### config.mk
export PLATFORM = sky130hd
export DESIGN_NAME = epi_back
export DESIGN_NICKNAME = d
export VERILOG_FILES = /design/src/hdl/epi_pkg.sv /design/src/hdl/epi_back.sv
export SDC_FILE = /design/constraint.sdc
export NUM_CORES = 1
export LEC_CHECK = 0
export BUFFER_PORTS_ARGS = -buffer_cell sky130_fd_sc_hd__buf_2
export CORE_AREA = 3 3 118 120
export CTS_BUF_LIST = sky130_fd_sc_hd__clkbuf_8
export DETAILED_ROUTE_END_ITERATION = 8
export DIE_AREA = 0 0 121 123
export SLEW_MARGIN = 20
export SYNTH_ARGS = -nofsm -noshare
export SYNTH_HDL_FRONTEND = slang
export SYNTH_SLANG_ARGS = --single-unit
export TNS_END_PERCENT = 50
### constraint.sdc
create_clock -name clock -period 1.6 [get_ports clock]
set_input_delay 0.4 -clock clock [delete_from_list [all_inputs] [get_ports clock]]
set_output_delay 0.4 -clock clock [all_outputs]
set_load 0.01 [all_outputs]
### src/hdl/epi_pkg.sv
`default_nettype none
package epi_pkg;

   localparam int unsigned TOL_W = 16;
   localparam int unsigned REQ_W = 384;
   localparam int unsigned RSP_W = 104;
   localparam int unsigned QUO_W = 48;

   typedef logic signed [31:0] coord_type;
   typedef logic signed [32:0] diff_type;

   typedef enum logic [1:0] {
      CNT_NONE = 2'd0,
      CNT_ONE  = 2'd1,
      CNT_PAIR = 2'd2
   } cnt_type;

   typedef struct packed {
      coord_type z;
      coord_type y;
      coord_type x;
   } vec_type;

   // One queued result group: p0 for none/one/pair-start, p1 for pair-end
   typedef struct packed {
      cnt_type cnt;
      vec_type p0;
      vec_type p1;
   } entry_type;

   // Fields carried alongside the divider
   typedef struct packed {
      cnt_type  cls;
      vec_type  s;
      vec_type  e;
      diff_type dx;
      diff_type dy;
      diff_type dz;
   } side_type;

   // Clamp to the signed 32-bit range
   function automatic coord_type sat32(input logic signed [64:0] v);
      coord_type r;
      if (v > 65'sd2147483647) begin
         r = 32'sh7fffffff;
      end else if (v < -65'sd2147483648) begin
         r = 32'sh80000000;
      end else begin
         r = v[31:0];
      end
      return r;
   endfunction

   // Q16.16 product, floor shift, saturate
   function automatic coord_type qmul(input diff_type a, input coord_type b);
      logic signed [64:0] p;
      p = 65'(a) * 65'(b);
      return sat32(p >>> 16);
   endfunction

endpackage
`default_nettype wire

### src/hdl/epi_back.sv
`default_nettype none
module epi_back (
   input  wire                         clock,
   input  wire                         reset,
   input  wire                         head_valid,
   input  epi_pkg::entry_type          head_entry,
   output logic                        pop,
   output logic                        rsp_tvalid,
   input  wire                         rsp_tready,
   output logic [epi_pkg::RSP_W-1:0]   rsp_tdata,
   output logic                        rsp_tlast
);
   import epi_pkg::*;

   logic    phase_ff, phase_in;
   vec_type pt;
   logic    fire;

   // Pair entries give two items: start, then end
   always_comb begin
      pt         = phase_ff ? head_entry.p1 : head_entry.p0;
      rsp_tvalid = head_valid;
      rsp_tlast  = (head_entry.cnt != CNT_PAIR) || phase_ff;
      rsp_tdata  = {6'b0, pt.z, pt.y, pt.x, head_entry.cnt};
      fire       = rsp_tvalid && rsp_tready;
      pop        = fire && rsp_tlast;
      phase_in   = phase_ff;
      if (fire) begin
         phase_in = !rsp_tlast;
      end
   end

   always_ff @(posedge clock) begin
      if (reset) begin
         phase_ff <= 1'b0;
      end else begin
         phase_ff <= phase_in;
      end
   end

endmodule
`default_nettype wire

==> report_table.html <==
<table>
<tr><th>Metric</th><th>Value</th></tr>
<tr><th colspan="2">Floorplan</th></tr>
<tr><td>Std-Cell Core Area</td><td>13,100 um2</td></tr>
<tr><td>Total Die Area</td><td>14,900 um2</td></tr>
<tr><td>Total number of placement rows</td><td>between 40 and 50</td></tr>
<tr><td>Number of primary I/O pins</td><td>a little over 300</td></tr>
<tr><td>Die Wd</td><td>121 um</td></tr>
<tr><td>Initial core utilization</td><td>between 9 and 10%</td></tr>
<tr><td>Die boundary height</td><td>123 um</td></tr>
<tr><th colspan="2">Flow run</th></tr>
<tr><td>Number of violations of the max-capacitance limit</td><td>0</td></tr>
<tr><th colspan="2">Worst setup path</th></tr>
<tr><td>Startpoint of the lowest-slack register-to-register path</td><td>phase_ff</td></tr>
<tr><td>Type of destination of the critical path</td><td>output port</td></tr>
<tr><td>Data arrival time of the critical path</td><td>1.18 ns</td></tr>
<tr><td>Depth of the most critical reg-to-reg path</td><td>3</td></tr>
<tr><td>End of the worst register-to-register path</td><td>phase_ff</td></tr>
<tr><td>Data required time of the critical path</td><td>1.20 ns</td></tr>
<tr><td>Category of the worst setup path launch point</td><td>flop</td></tr>
<tr><td>Setup slack of the worst register-to-register path</td><td>roughly 0.35 ns</td></tr>
<tr><td>Critical setup path kind</td><td>reg2out</td></tr>
<tr><td>Largest fanout on the critical path</td><td>50</td></tr>
<tr><th colspan="2">Synth</th></tr>
<tr><td>Fraction of the yosys area taken by sequential cells</td><td>1.54%</td></tr>
<tr><td>Post-synthesis cell area</td><td>1300 um2</td></tr>
<tr><td>Synth Area per Inst</td><td>10.5 um2</td></tr>
<tr><td>Leading cell types by total area after synthesis</td><td>mux2_2 (83%), buf_4 (5.8%), buf_6 (3.5%), buf_2 (2.3%), dfxtp_1 (1.5%)</td></tr>
<tr><td>Yosys Warn Count</td><td>0</td></tr>
<tr><td>Area share of the largest cell type after synthesis</td><td>between 80% and 90%</td></tr>
<tr><td>Yosys top cell by area</td><td>mux2_2</td></tr>
<tr><td>Synthesized instance count</td><td>124</td></tr>
<tr><td>Flops &amp; latches, synth</td><td>1</td></tr>
<tr><td>Number of unique standard cell types used by synthesis</td><td>12</td></tr>
<tr><th colspan="2">Finish</th></tr>
<tr><td>Number of inserted filler cells in the final layout</td><td>1,452</td></tr>
<tr><td>Registers with the most flip-flops</td><td>phase_ff x1</td></tr>
<tr><td>Final net count</td><td>roughly 610</td></tr>
<tr><td>Fraction of final layout cells with drive strength greater than 1</td><td>just under 100%</td></tr>
<tr><td>Max FFs per register</td><td>1</td></tr>
<tr><td>Register Area</td><td>23.8 um2</td></tr>
<tr><td>Number of antenna diodes</td><td>0</td></tr>
<tr><td>Leading cell type in the layout, fill and taps excluded</td><td>buf_2</td></tr>
<tr><td>Post-route non-filler standard cell count</td><td>587</td></tr>
<tr><td>Top reg by flops</td><td>phase_ff</td></tr>
<tr><td>Commonest cells after routing, fill and taps aside</td><td>buf_2 (298), mux2_2 (95), conb_1 (6), buf_4 (2)</td></tr>
<tr><td>Multi-input logic area</td><td>between 1000 and 1500 um2</td></tr>
<tr><td>P&amp;R area growth vs syn</td><td>127%</td></tr>
<tr><td>Final design instance area without fill</td><td>between 2000 and 3000 um2</td></tr>
<tr><th colspan="2">Route</th></tr>
<tr><td>Routed length per placed instance</td><td>approximately 14 um</td></tr>
<tr><td>Antenna-violating nets left</td><td>0</td></tr>
<tr><td>Vias post-DR</td><td>2,090</td></tr>
<tr><td>1st-pass router iterations</td><td>3</td></tr>
<tr><td>Residual DRC count</td><td>0</td></tr>
<tr><td>Iter 0 DRT Violations</td><td>37</td></tr>
<tr><td>Routed wire length</td><td>8.03 mm</td></tr>
<tr><td>Drt via density</td><td>3.56</td></tr>
<tr><th colspan="2">Worst hold path</th></tr>
<tr><td>Worst hold path stage count</td><td>3</td></tr>
<tr><td>Min-Delay Path Class</td><td>in2reg</td></tr>
<tr><td>Startpoint of the worst hold path</td><td>reset</td></tr>
<tr><td>Hold worst-path end</td><td>phase_ff</td></tr>
<tr><th colspan="2">STA</th></tr>
<tr><td>RSZ-0062 raised after global routing</td><td>yes</td></tr>
<tr><td>Total of endpoints with negative setup slack in the final report</td><td>0</td></tr>
<tr><td>Achievable clock frequency</td><td>0.635 GHz</td></tr>
<tr><td>Min Tclk post-route</td><td>1.58 ns</td></tr>
<tr><td>Worst setup skew after layout</td><td>0 ns</td></tr>
<tr><td>Fin. max-slew vios</td><td>0</td></tr>
<tr><td>Period utilisation layout</td><td>98.5%</td></tr>
<tr><td>Hold violation total from the final report</td><td>0</td></tr>
<tr><th colspan="2">Global routing</th></tr>
<tr><td>Antenna violations before repair</td><td>0</td></tr>
<tr><td>Number of global-route vias before repair</td><td>between 1,500 and 2,000</td></tr>
<tr><td>Overall Global Routing Usage</td><td>8.99%</td></tr>
<tr><td>Grt total ovfl</td><td>0</td></tr>
<tr><td>Largest net degree at the start of global routing</td><td>51</td></tr>
<tr><td>Global-route wire length before repair</td><td>10.5 mm</td></tr>
<tr><th colspan="2">Place</th></tr>
<tr><td>Buffers on Ports</td><td>roughly 300</td></tr>
<tr><td>Placed Cells</td><td>between 500 and 600</td></tr>
<tr><td>Post-DP Area</td><td>approximately 3000 um2</td></tr>
<tr><td>Routability congestion estimate</td><td>between 0.7 and 0.8</td></tr>
<tr><td>HPWL after detailed placement</td><td>7.46 mm</td></tr>
<tr><th colspan="2">Clock network</th></tr>
<tr><td>Post-cts hold buffer count</td><td>0</td></tr>
<tr><td>Buffer count from post-CTS setup fixing</td><td>0</td></tr>
<tr><td>Skew-Pair Late Insertion Delay</td><td>0 ns</td></tr>
<tr><td>Number of gates given a new drive strength after cts</td><td>0</td></tr>
<tr><td>Clock edge transition at the registers on the reported setup and hold paths</td><td>0 ns</td></tr>
<tr><th colspan="2">Status</th></tr>
<tr><td>Result of the run</td><td>completed</td></tr>
<tr><th colspan="2">Power and ir drop</th></tr>
<tr><td>Pleak</td><td>0.00160 uW</td></tr>
<tr><td>Overall power consumption</td><td>about 760 uW</td></tr>
<tr><td>Worst supply voltage drop on vdd</td><td>around 0.098 mV</td></tr>
<tr><td>Total power per unit cell area</td><td>256 nW/um2</td></tr>
</table>
## cells by family after synthesis
logic type / synth area share, %
multiplexers: 83.9
buffers and inverters: 11.5
AND/OR/NAND/NOR: 2.70
flip-flops: 1.54
other: 0.288
## cell type report
class	instances	share of cell area, %
repair buffers	302	52.7
multi-input cells	108	39.1
well taps	176	7.46
flip-flops and latches	1	0.806
## metrics by stage
stage	hold slack (ns)	setup TNS (ns)	utilization (%)	setup slack (ns)
floorplan	0.582	0	-	0.126
global placement	0.688	0	22.5	0.0218
detailed placement	0.688	0	22.5	0.0150
CTS	0.688	0	22.5	0.0104
global route	0.737	-0.158	22.5	-0.0179
finish	0.682	0	22.5	0.0244
## synthesized netlist by cell type
cell type,n
mux2_2,96
buf_4,10
buf_2,6
buf_6,4
conb_1,1
dfxtp_1,1
mux2i_1,1
nand2_1,1
nand2b_1,1
nor2b_1,1
or3b_1,1
or4b_1,1
## report_power, final
| part | total [uW] | internal, uW | switching (uW) |
|---|---|---|---|
| Sequential | 27.1 | 25.2 | 1.94 |
| Combinational | 729 | 426 | 303 |
| Clock | 0 | 0 | 0 |
## critical path, cell delays in order, from the launching register on
cell,delay [ns]
dfxtp_4,0.37
buf_16,0.23
mux2_2,0.38
buf_2,0.14
## metal layers
| metal | global-route usage, % | wire length [um] | up-vias |
|---|---|---|---|
| met5 | 0 | 0 | - |
| met4 | 0 | 0 | 0 |
| met3 | 0.961 | 800 | 0 |
| met2 | 17.9 | 4170 | 159 |
| met1 | 11.0 | 3060 | 909 |
| li1 | - | - | 1022 |
## worst max-delay path by stage
| stage | start | end | slack [ns] | depth (start not counted) |
|---|---|---|---|---|
| finish | phase_ff | rsp_tdata[55] | 0.02 | 3 |
| global route | phase_ff | rsp_tdata[48] | -0.02 | 3 |
| CTS | phase_ff | rsp_tdata[55] | 0.01 | 3 |
| detailed placement | phase_ff | rsp_tdata[55] | 0.01 | 3 |
| global placement | phase_ff | rsp_tdata[55] | 0.02 | 3 |
| floorplan | phase_ff | rsp_tdata[66] | 0.13 | 4 |
No activity file was read; power rests on OpenSTA's default activity.
