--- config.mk ---
export PLATFORM = sky130hd
export DESIGN_NAME = epi_queue
export DESIGN_NICKNAME = d
export VERILOG_FILES = /design/src/hdl/epi_pkg.sv /design/src/hdl/epi_queue.sv
export SDC_FILE = /design/constraint.sdc
export NUM_CORES = 1
export LEC_CHECK = 0
export ABC_AREA = 1
export BUFFER_PORTS_ARGS = -buffer_cell sky130_fd_sc_hd__buf_2
export CAP_MARGIN = 15
export CORE_MARGIN = 5
export CORE_UTILIZATION = 33
export CTS_CLUSTER_SIZE = 25
export DETAILED_ROUTE_END_ITERATION = 8
export SYNTH_ARGS = -nofsm -noshare
export SYNTH_HDL_FRONTEND = slang
export SYNTH_SLANG_ARGS = --single-unit
--- constraint.sdc ---
create_clock -name clock -period 6.3 [get_ports clock]
set_input_delay 0.945 -clock clock [delete_from_list [all_inputs] [get_ports clock]]
set_output_delay 0.945 -clock clock [all_outputs]
set_load 0.02 [all_outputs]
--- src/hdl/epi_pkg.sv ---
`default_nettype none
package epi_pkg;

   localparam int unsigned TOL_W = 16;
   localparam int unsigned REQ_W = 384;
   localparam int unsigned RSP_W = 104;
   localparam int unsigned QUO_W = 48;

   typedef logic signed [31:0] coord_type;
   typedef logic signed [32:0] diff_type;

   typedef enum logic [1:0] {
      CNT_NONE = 2'd0,
      CNT_ONE  = 2'd1,
      CNT_PAIR = 2'd2
   } cnt_type;

   typedef struct packed {
      coord_type z;
      coord_type y;
      coord_type x;
   } vec_type;

   // One queued result group: p0 for none/one/pair-start, p1 for pair-end
   typedef struct packed {
      cnt_type cnt;
      vec_type p0;
      vec_type p1;
   } entry_type;

   // Fields carried alongside the divider
   typedef struct packed {
      cnt_type  cls;
      vec_type  s;
      vec_type  e;
      diff_type dx;
      diff_type dy;
      diff_type dz;
   } side_type;

   // Clamp to the signed 32-bit range
   function automatic coord_type sat32(input logic signed [64:0] v);
      coord_type r;
      if (v > 65'sd2147483647) begin
         r = 32'sh7fffffff;
      end else if (v < -65'sd2147483648) begin
         r = 32'sh80000000;
      end else begin
         r = v[31:0];
      end
      return r;
   endfunction

   // Q16.16 product, floor shift, saturate
   function automatic coord_type qmul(input diff_type a, input coord_type b);
      logic signed [64:0] p;
      p = 65'(a) * 65'(b);
      return sat32(p >>> 16);
   endfunction

endpackage
`default_nettype wire

--- src/hdl/epi_queue.sv ---
`default_nettype none
module epi_queue #(
   parameter int unsigned DEPTH = 4
) (
   input  wire                 clock,
   input  wire                 reset,
   input  wire                 push,
   input  epi_pkg::entry_type  push_entry,
   input  wire                 pop,
   output logic                head_valid,
   output epi_pkg::entry_type  head_entry,
   output logic                full
);
   import epi_pkg::*;

   localparam int unsigned PW = (DEPTH > 1) ? $clog2(DEPTH) : 1;
   localparam int unsigned CW = $clog2(DEPTH + 1);

   entry_type mem [0:DEPTH-1];
   logic [PW-1:0] wr_ff, rd_ff, wr_in, rd_in;
   logic [CW-1:0] cnt_ff, cnt_in;

   // Advance pointers with wrap
   always_comb begin
      wr_in = wr_ff;
      rd_in = rd_ff;
      if (push) begin
         wr_in = (wr_ff == PW'(DEPTH - 1)) ? '0 : wr_ff + 1'b1;
      end
      if (pop) begin
         rd_in = (rd_ff == PW'(DEPTH - 1)) ? '0 : rd_ff + 1'b1;
      end
      cnt_in = cnt_ff + CW'(push) - CW'(pop);
   end

   always_ff @(posedge clock) begin
      if (reset) begin
         wr_ff  <= '0;
         rd_ff  <= '0;
         cnt_ff <= '0;
      end else begin
         wr_ff  <= wr_in;
         rd_ff  <= rd_in;
         cnt_ff <= cnt_in;
      end
   end

   always_ff @(posedge clock) begin
      if (push) begin
         mem[wr_ff] <= push_entry;
      end
   end

   assign head_entry = mem[rd_ff];
   assign head_valid = cnt_ff != '0;
   assign full       = cnt_ff == CW'(DEPTH);

endmodule
`default_nettype wire

==> impl_results.md, run 1 <==
- Worst Path Buf+Inv: 2
- Worst hold path type: flop to flop
- Max VDD drop: 0.2424 mV
- GR Overflow Total: 0
- Area leader, netlist: edfxtp_1
- CTS root buf: clkbuf_16
- Vias in the first global route: 16983
- Slowest CP cell: dfxtp_4
- TritonCTS clock tree: done
- Syn_nets: 2528
- Syn. warnings: 0
- Setup Skew: 0.008580 ns
- Routed Antenna Nets: 0
- Die width: around 320 um
- Max Clk Rate: 263.8 MHz
- WS Path Type: flop to primary output
- Post-CTS setup repair buffer count: 0
- Endpoint type of the worst setup path: primary output
- RD Place Congestion: roughly 0.7
- Mapped cell area: about 31000 um2
- CTS Buf Count: 83
- CP required: 5.35 ns
- Die Height: 315.2 um
- FP Rows: 112
- Synth area leaders: edfxtp_1, inv_1, nand2_1, o211ai_1, a21oi_1
- Final HPWL DP: between 30 and 40 mm
- # fillers: roughly 8700
- Crit share post-route: 0.6017
- Syn_area_per_cell: 13.24 um2
- Critical Path Fanout Max: 208
- Cells after Synth: 2322
- Nets: 2895
- Post-synthesis sequential element count: 785
- Critical-path cell list: buf_12 > a21oi_1 > o21ai_0 > nand2_1 > buf_2
- Post-synth top cells: edfxtp_1, inv_1, nand2_1
- Pre-antenna DRT Iters: 5
- Core area: 92910 um2
- Clock slew seen by the registers of the worst setup and hold paths: 0.06 ns
- Post-CTS Hold Fix Bufs: 0
- Area added between synthesis and finish: 18.75%
- Async SR Flop Fraction: 0
- Synth unique cells: 18
- Antenna violations before repair: 17
- Vias per cell: ~4.4
- First-pass GRT wire length: 95.61 mm
- Wire length per cell: 15.51 um
- Crit path time final: 3.791 ns
- Inst Count DP: slightly below 4000
- Type of origin of the critical path: flop
- CTS H-tree depth: 3
- DRC: 0
- Die area: 99340 um2
- Hold Fails Final Rpt: 0
- Non-Filler Instances: 4022
- M1 GR Usage: 0.1508
- Clock sinks: 785
- Top Usage Layer GRT: met2
- Worst path arrival time: 2.85 ns
- Most common cell in the synthesized netlist: edfxtp_1
- Leak pwr: 13.94 nW
- Port Buffers: a little under 400
- Top FF cell, synth: edfxtp_1
- Largest net degree at the start of global routing: roughly 210
- # resized after CTS: 0
- Slew @ Worst Pin: 1.084 ns
- Gr usage total: 0.1229
- DR vias: 17816
- Routing usage on met2: 0.2060
- Yosys top cell area share: 0.7582
- Number of I/O pins: 394
- Drt initial violations: 1146
- Max-Cap Viols: 0
- Final TNS setup: 0 ns
- Unrepaired setup endpoints after global routing: no
- Final setup viols: 0
- Power per Cell Area: 325.0 nW/um2
- Slew HR: 0.2774
- Initial Utilization: 0.3308
- Met3 Track Usage GR: 0.04154
- Routed wire length: between 60 and 70 mm
- Share of cells above drive strength 1: 0.1941
- CP peak stage delay: 0.75 ns
- Outcome: finished clean
- Sequential share of the synthesized area: 0.7640
- Worst-Skew Late Latency: 0.62 ns
- Post-synth EDFFs: 776
- CP top delay family: flip-flops
- Longest Clk Path Bufs: 3
- Max Slew Vio Count: 0
==> cell families (layout without fill, tap and decap cells) <==
family / after synthesis / after routing / synth area share
AND/OR/NAND/NOR: 409 / 409 / 0.05007
adder cells (fa/ha/maj): 8 / 8 / 0.003501
AO/OA/AOI/OAI: 586 / 586 / 0.1112
XOR/XNOR: 1 / 1 / 0.0002850
other: 0 / 12 / 0
flip-flops: 785 / 785 / 0.7640
buffers and inverters: 533 / 967 / 0.07088
==> area by class of cell <==
cell class,count,area [um2],share of cell area
sequential,785,23490,0.6436
multi-input combinational,1004,5074,0.1390
timing repair buffer,412,2247,0.06157
clock buffer,108,2213,0.06065
tap,1254,1569,0.04299
inverter,403,1543,0.04227
clock inverter,44,330.3,0.009051
antenna,12,30.03,0.0008228
==> flip-flops by register name, indices dropped and copies added (netlist names), named ones only <==
name,cells
cnt_ff,3
wr_ff,2
rd_ff,2
mem,776
==> per-stage QoR <==
stage / utilization / power [W] / area, um2 / setup WS (ns) / hold WS (ns)
final: 0.3928 / 0.01186 / 36500 / 2.509 / 0.5128
after global routing: 0.3925 / 0.01243 / 36470 / 2.273 / 0.4719
after CTS: 0.3925 / 0.01206 / 36470 / 2.476 / 0.4510
after detailed placement: 0.3651 / 0.007487 / 33920 / 3.192 / 0.5163
after global placement: 0.3651 / 0.007470 / 33920 / 3.210 / 0.5167
after floorplan: - / 0.007003 / 30730 / 0.7475 / 0.4676
==> power by group <==
part | internal, W | total, W | switching, W
clock network | 0.00261 | 0.00452 | 0.00191
logic | 0.000368 | 0.00128 | 0.000911
registers | 0.00601 | 0.00607 | 0.0000600
total | 0.00899 | 0.0119 | 0.00288
==> layout by cell type, fill, tap and decap left out <==
cell type,count
edfxtp_1,776
inv_1,399
nand2_1,397
buf_2,393
a21oi_1,197
o21ai_0,195
o211ai_1,194
clkbuf_16,85
clkbuf_1,23
clkinv_2,19
diode_2,12
clkinv_1,12
buf_12,11
nor2_1,9
buf_4,8
ha_1,7
dfxtp_1,7
inv_6,5
inv_8,4
bufinv_16,3
nand3_1,2
dfxtp_4,2
clkinv_8,2
clkinvlp_4,2
xnor2_1,1
nor3_1,1
fa_1,1
clkinv_4,1
==> worst reg2reg max path: cells and delay by family, from the launching register on <==
kind,cells,cell delay [ns]
flops,1,0.35
simple gates,1,0.12
fa+ha+maj,1,0.15
buf+inv,3,1.08
==> metal layers <==
| layer | routed length, um | share of wire | vias up |
|---|---|---|---|
| met2 | 30070 | 0.48 | 365 |
| met1 | 26060 | 0.42 | 8464 |
| met4 | 1339 | 0.021 | 20 |
| met3 | 4768 | 0.076 | 106 |
| li1 | - | - | 8861 |
| met5 | 134 | 0.0021 | - |
==> worst paths after layout <==
check	from	to	slack [ns]	cells after the start
setup / recovery	flop	head_entry[126]	2.51	5
hold reg to reg	rd_ff[0]	flop	0.51	2
setup reg to reg	wr_ff[0]	mem[2][78]	3.98	5
hold / removal	rd_ff[0]	flop	0.51	2
Power figures use the tool's default switching activity.
==> run 2: changes to the inputs <==
==> constraint.sdc (replaced) <==
create_clock -name clock -period 3.6 [get_ports clock]
set_input_delay 0.54 -clock clock [delete_from_list [all_inputs] [get_ports clock]]
set_output_delay 0.54 -clock clock [all_outputs]
set_load 0.02 [all_outputs]
==> impl_results.md, run 2 (same netlist as run 1, synthesis figures left out) <==
- Outcome: finished clean (unchanged)
- Top reg by flops: mem (unchanged)
- CTS Buf Count: 87 (was 83)
- Die area: 99340 um2 (unchanged)
- Share of cells above drive strength 1: 0.2044 (was 0.1941)
- Max-Cap Viols: 0 (unchanged)
- Drt initial violations: 1079 (was 1146)
- Inst Count DP: 3897 (was 3858)
- Largest net degree at the start of global routing: 161 (was 209)
- Clock sinks: 785 (unchanged)
- CTS root buf: clkbuf_16 (unchanged)
- Area added between synthesis and finish: 20.56% (was 18.75%)
- Gr usage total: 0.1263 (was 0.1229)
- CP top delay family: buffers and inverters (was flip-flops)
- Pre-antenna DRT Iters: 5 (unchanged)
- # resized after CTS: 0 (unchanged)
- Crit path time final: 2.987 ns
- Unrepaired setup endpoints after global routing: no (unchanged)
- Final TNS setup: 0 ns (unchanged)
- Largest registers: mem x776, cnt_ff x3 (unchanged)
- Leak pwr: 14.20 nW (was 13.94 nW)
- CTS H-tree depth: 3 (unchanged)
- Worst-Skew Late Latency: 0.63 ns (was 0.62 ns)
- Clock slew seen by the registers of the worst setup and hold paths: 0.06 ns (about the same)
- DR vias: 18259 (was 17816)
- Slowest CP cell: dfxtp_4 (unchanged)
- Sequential power share: 0.500 (was 0.511)
- Endpoint type of the worst setup path: primary output (unchanged)
- Number of flip-flops in the largest register: 776 (unchanged)
- Hold Fails Final Rpt: 0 (unchanged)
- Port Buffers: 393 (unchanged)
- Initial Utilization: 0.3308 (unchanged)
- DRC: 0 (unchanged)
- CP required: 3.06 ns (was 5.35 ns)
- Max Slew Vio Count: 0 (unchanged)
- Max VDD drop: 0.3970 mV (was 0.2424 mV)
- Type of origin of the critical path: flop (unchanged)
- Crit share post-route: 0.8297
- Worst hold path type: input port to flop (was flop to flop)
- Cell area after layout: 37050 um2 (was 36500 um2)
- Final HPWL DP: 40.20 mm (was 36.63 mm)
- Die Height: 315.2 um (unchanged)
- Worst path arrival time: 2.45 ns (was 2.85 ns)
- Final core occ: 0.3988 (was 0.3928)
- Most frequent cells in the layout: edfxtp_1, inv_1, nand2_1, buf_2, a21oi_1 (unchanged)
- # fillers: 8649 (was 8680)
- Switching power share of the total: 0.2411 (was 0.2425)
- Hold path depth: 1 (was 2)
- WP depth: 5 (unchanged)
- Clock network power share: 0.390 (was 0.381)
- TritonCTS clock tree: done (unchanged)
- Worst Path Buf+Inv: 2 (unchanged)
- Post-CTS Hold Fix Bufs: 0 (unchanged)
- Sw power: 0.005118 W (was 0.002876 W)
- Max Clk Rate: 334.8 MHz
- Slew HR: 0.3902 (was 0.2774)
- Non-Filler Instances: 4070 (was 4022)
- Number of I/O pins: 394 (unchanged)
- Critical Path Fanout Max: 140 (was 208)
- Setup Skew: 0.01938 ns (was 0.008580 ns)
- WS Path Type: flop to primary output (unchanged)
- Core area: 92910 um2 (unchanged)
- Final setup viols: 0 (unchanged)
- CP peak stage delay: 0.61 ns (was 0.75 ns)
- Wire length per cell: 15.84 um (was 15.51 um)
- Power per Cell Area: 572.8 nW/um2 (was 325.0 nW/um2)
- Final setup margin: 0.6129 ns (was 2.509 ns)
- Vias per cell: 4.486 (was 4.430)
- Nets: 2938 (was 2895)
- Gate power share: 0.110 (was 0.108)
- Leading cell type in the layout, fill and taps excluded: edfxtp_1 (unchanged)
- Vias in the first global route: 17739 (was 16983)
- RD Place Congestion: 0.7201 (was 0.6974)
- GR Overflow Total: 0 (unchanged)
- Setup Slack @ Placement: 1.232 ns (was 3.192 ns)
- Post-CTS setup repair buffer count: 0 (unchanged)
- First-pass GRT wire length: 98.61 mm (was 95.61 mm)
- Critical-path cell list: buf_12 > a21oi_1 > o21ai_0 > nand2_1 > buf_2 (unchanged)
- Post-DP Area: 34340 um2 (was 33920 um2)
- FP Rows: 112 (unchanged)
- Longest Clk Path Bufs: 3 (unchanged)
- Routed Antenna Nets: 0 (unchanged)
- Die width: 315.2 um (unchanged)
- Routed wire length: 64.49 mm (was 62.38 mm)
- R2R depth: 5 (unchanged)
- Cell-internal power: 0.01611 W (was 0.008986 W)
- Antenna violations before repair: 22 (was 17)
- Slew @ Worst Pin: 0.9147 ns (was 1.084 ns)
## run 2: cell types whose count changed in the layout (fill, tap and decap cells not counted), sizes merged
cell / previous run / this run
diode: 12 / 17
clkinv: 34 / 24
bufinv: 3 / 4
clkinvlp: 2 / 6
inv: 408 / 403
clkbuf: 108 / 122
buf: 412 / 451
## run 2: through the flow
stage	hold WS, ns	power [W]
6_report	0.1194	0.02123
5_1_grt	0.07464	0.02217
4_1_cts	0.04817	0.02156
3_5_place_dp	0.5052	0.01319
3_3_place_gp	0.5053	0.01316
2_1_floorplan	0.4676	0.01224
## run 2: cell type report
class | count | area, um2 | share of cell area
Antenna cell | 17 | 42.54 | 0.001148
Clock buffer | 122 | 2382 | 0.06429
Clock inverter | 34 | 287.8 | 0.007767
Inverter | 403 | 1528 | 0.04123
Multi-Input combinational cell | 1004 | 5089 | 0.1373
Sequential cell | 785 | 23490 | 0.6340
Tap cell | 1254 | 1569 | 0.04234
Timing Repair Buffer | 451 | 2665 | 0.07193
## run 2: power groups by stage
stage / logic, W / clock network [W] / registers [W]
floorplan: 0.00143 / 0 / 0.0108
global route: 0.00259 / 0.00894 / 0.0106
finish: 0.00234 / 0.00827 / 0.0106
detailed placement: 0.00239 / 0 / 0.0108
global placement: 0.00237 / 0 / 0.0108
CTS: 0.00240 / 0.00855 / 0.0106
## run 2: layer usage
metal,global-route usage,part of all wire
met5,0,0.0018
met4,0.04176,0.020
met3,0.04141,0.073
met2,0.2114,0.48
met1,0.1551,0.42
## run 2: worst paths after layout
| check | startpoint | slack (ns) | endpoint |
|---|---|---|---|
| max | flop | 0.61 | head_entry[146] |
| min | push_entry[78] | 0.12 | mem[2][78] |
| max reg2reg | wr_ff[0] | 1.34 | mem[0][88] |
| min reg2reg | rd_ff[0] | 0.53 | flop |
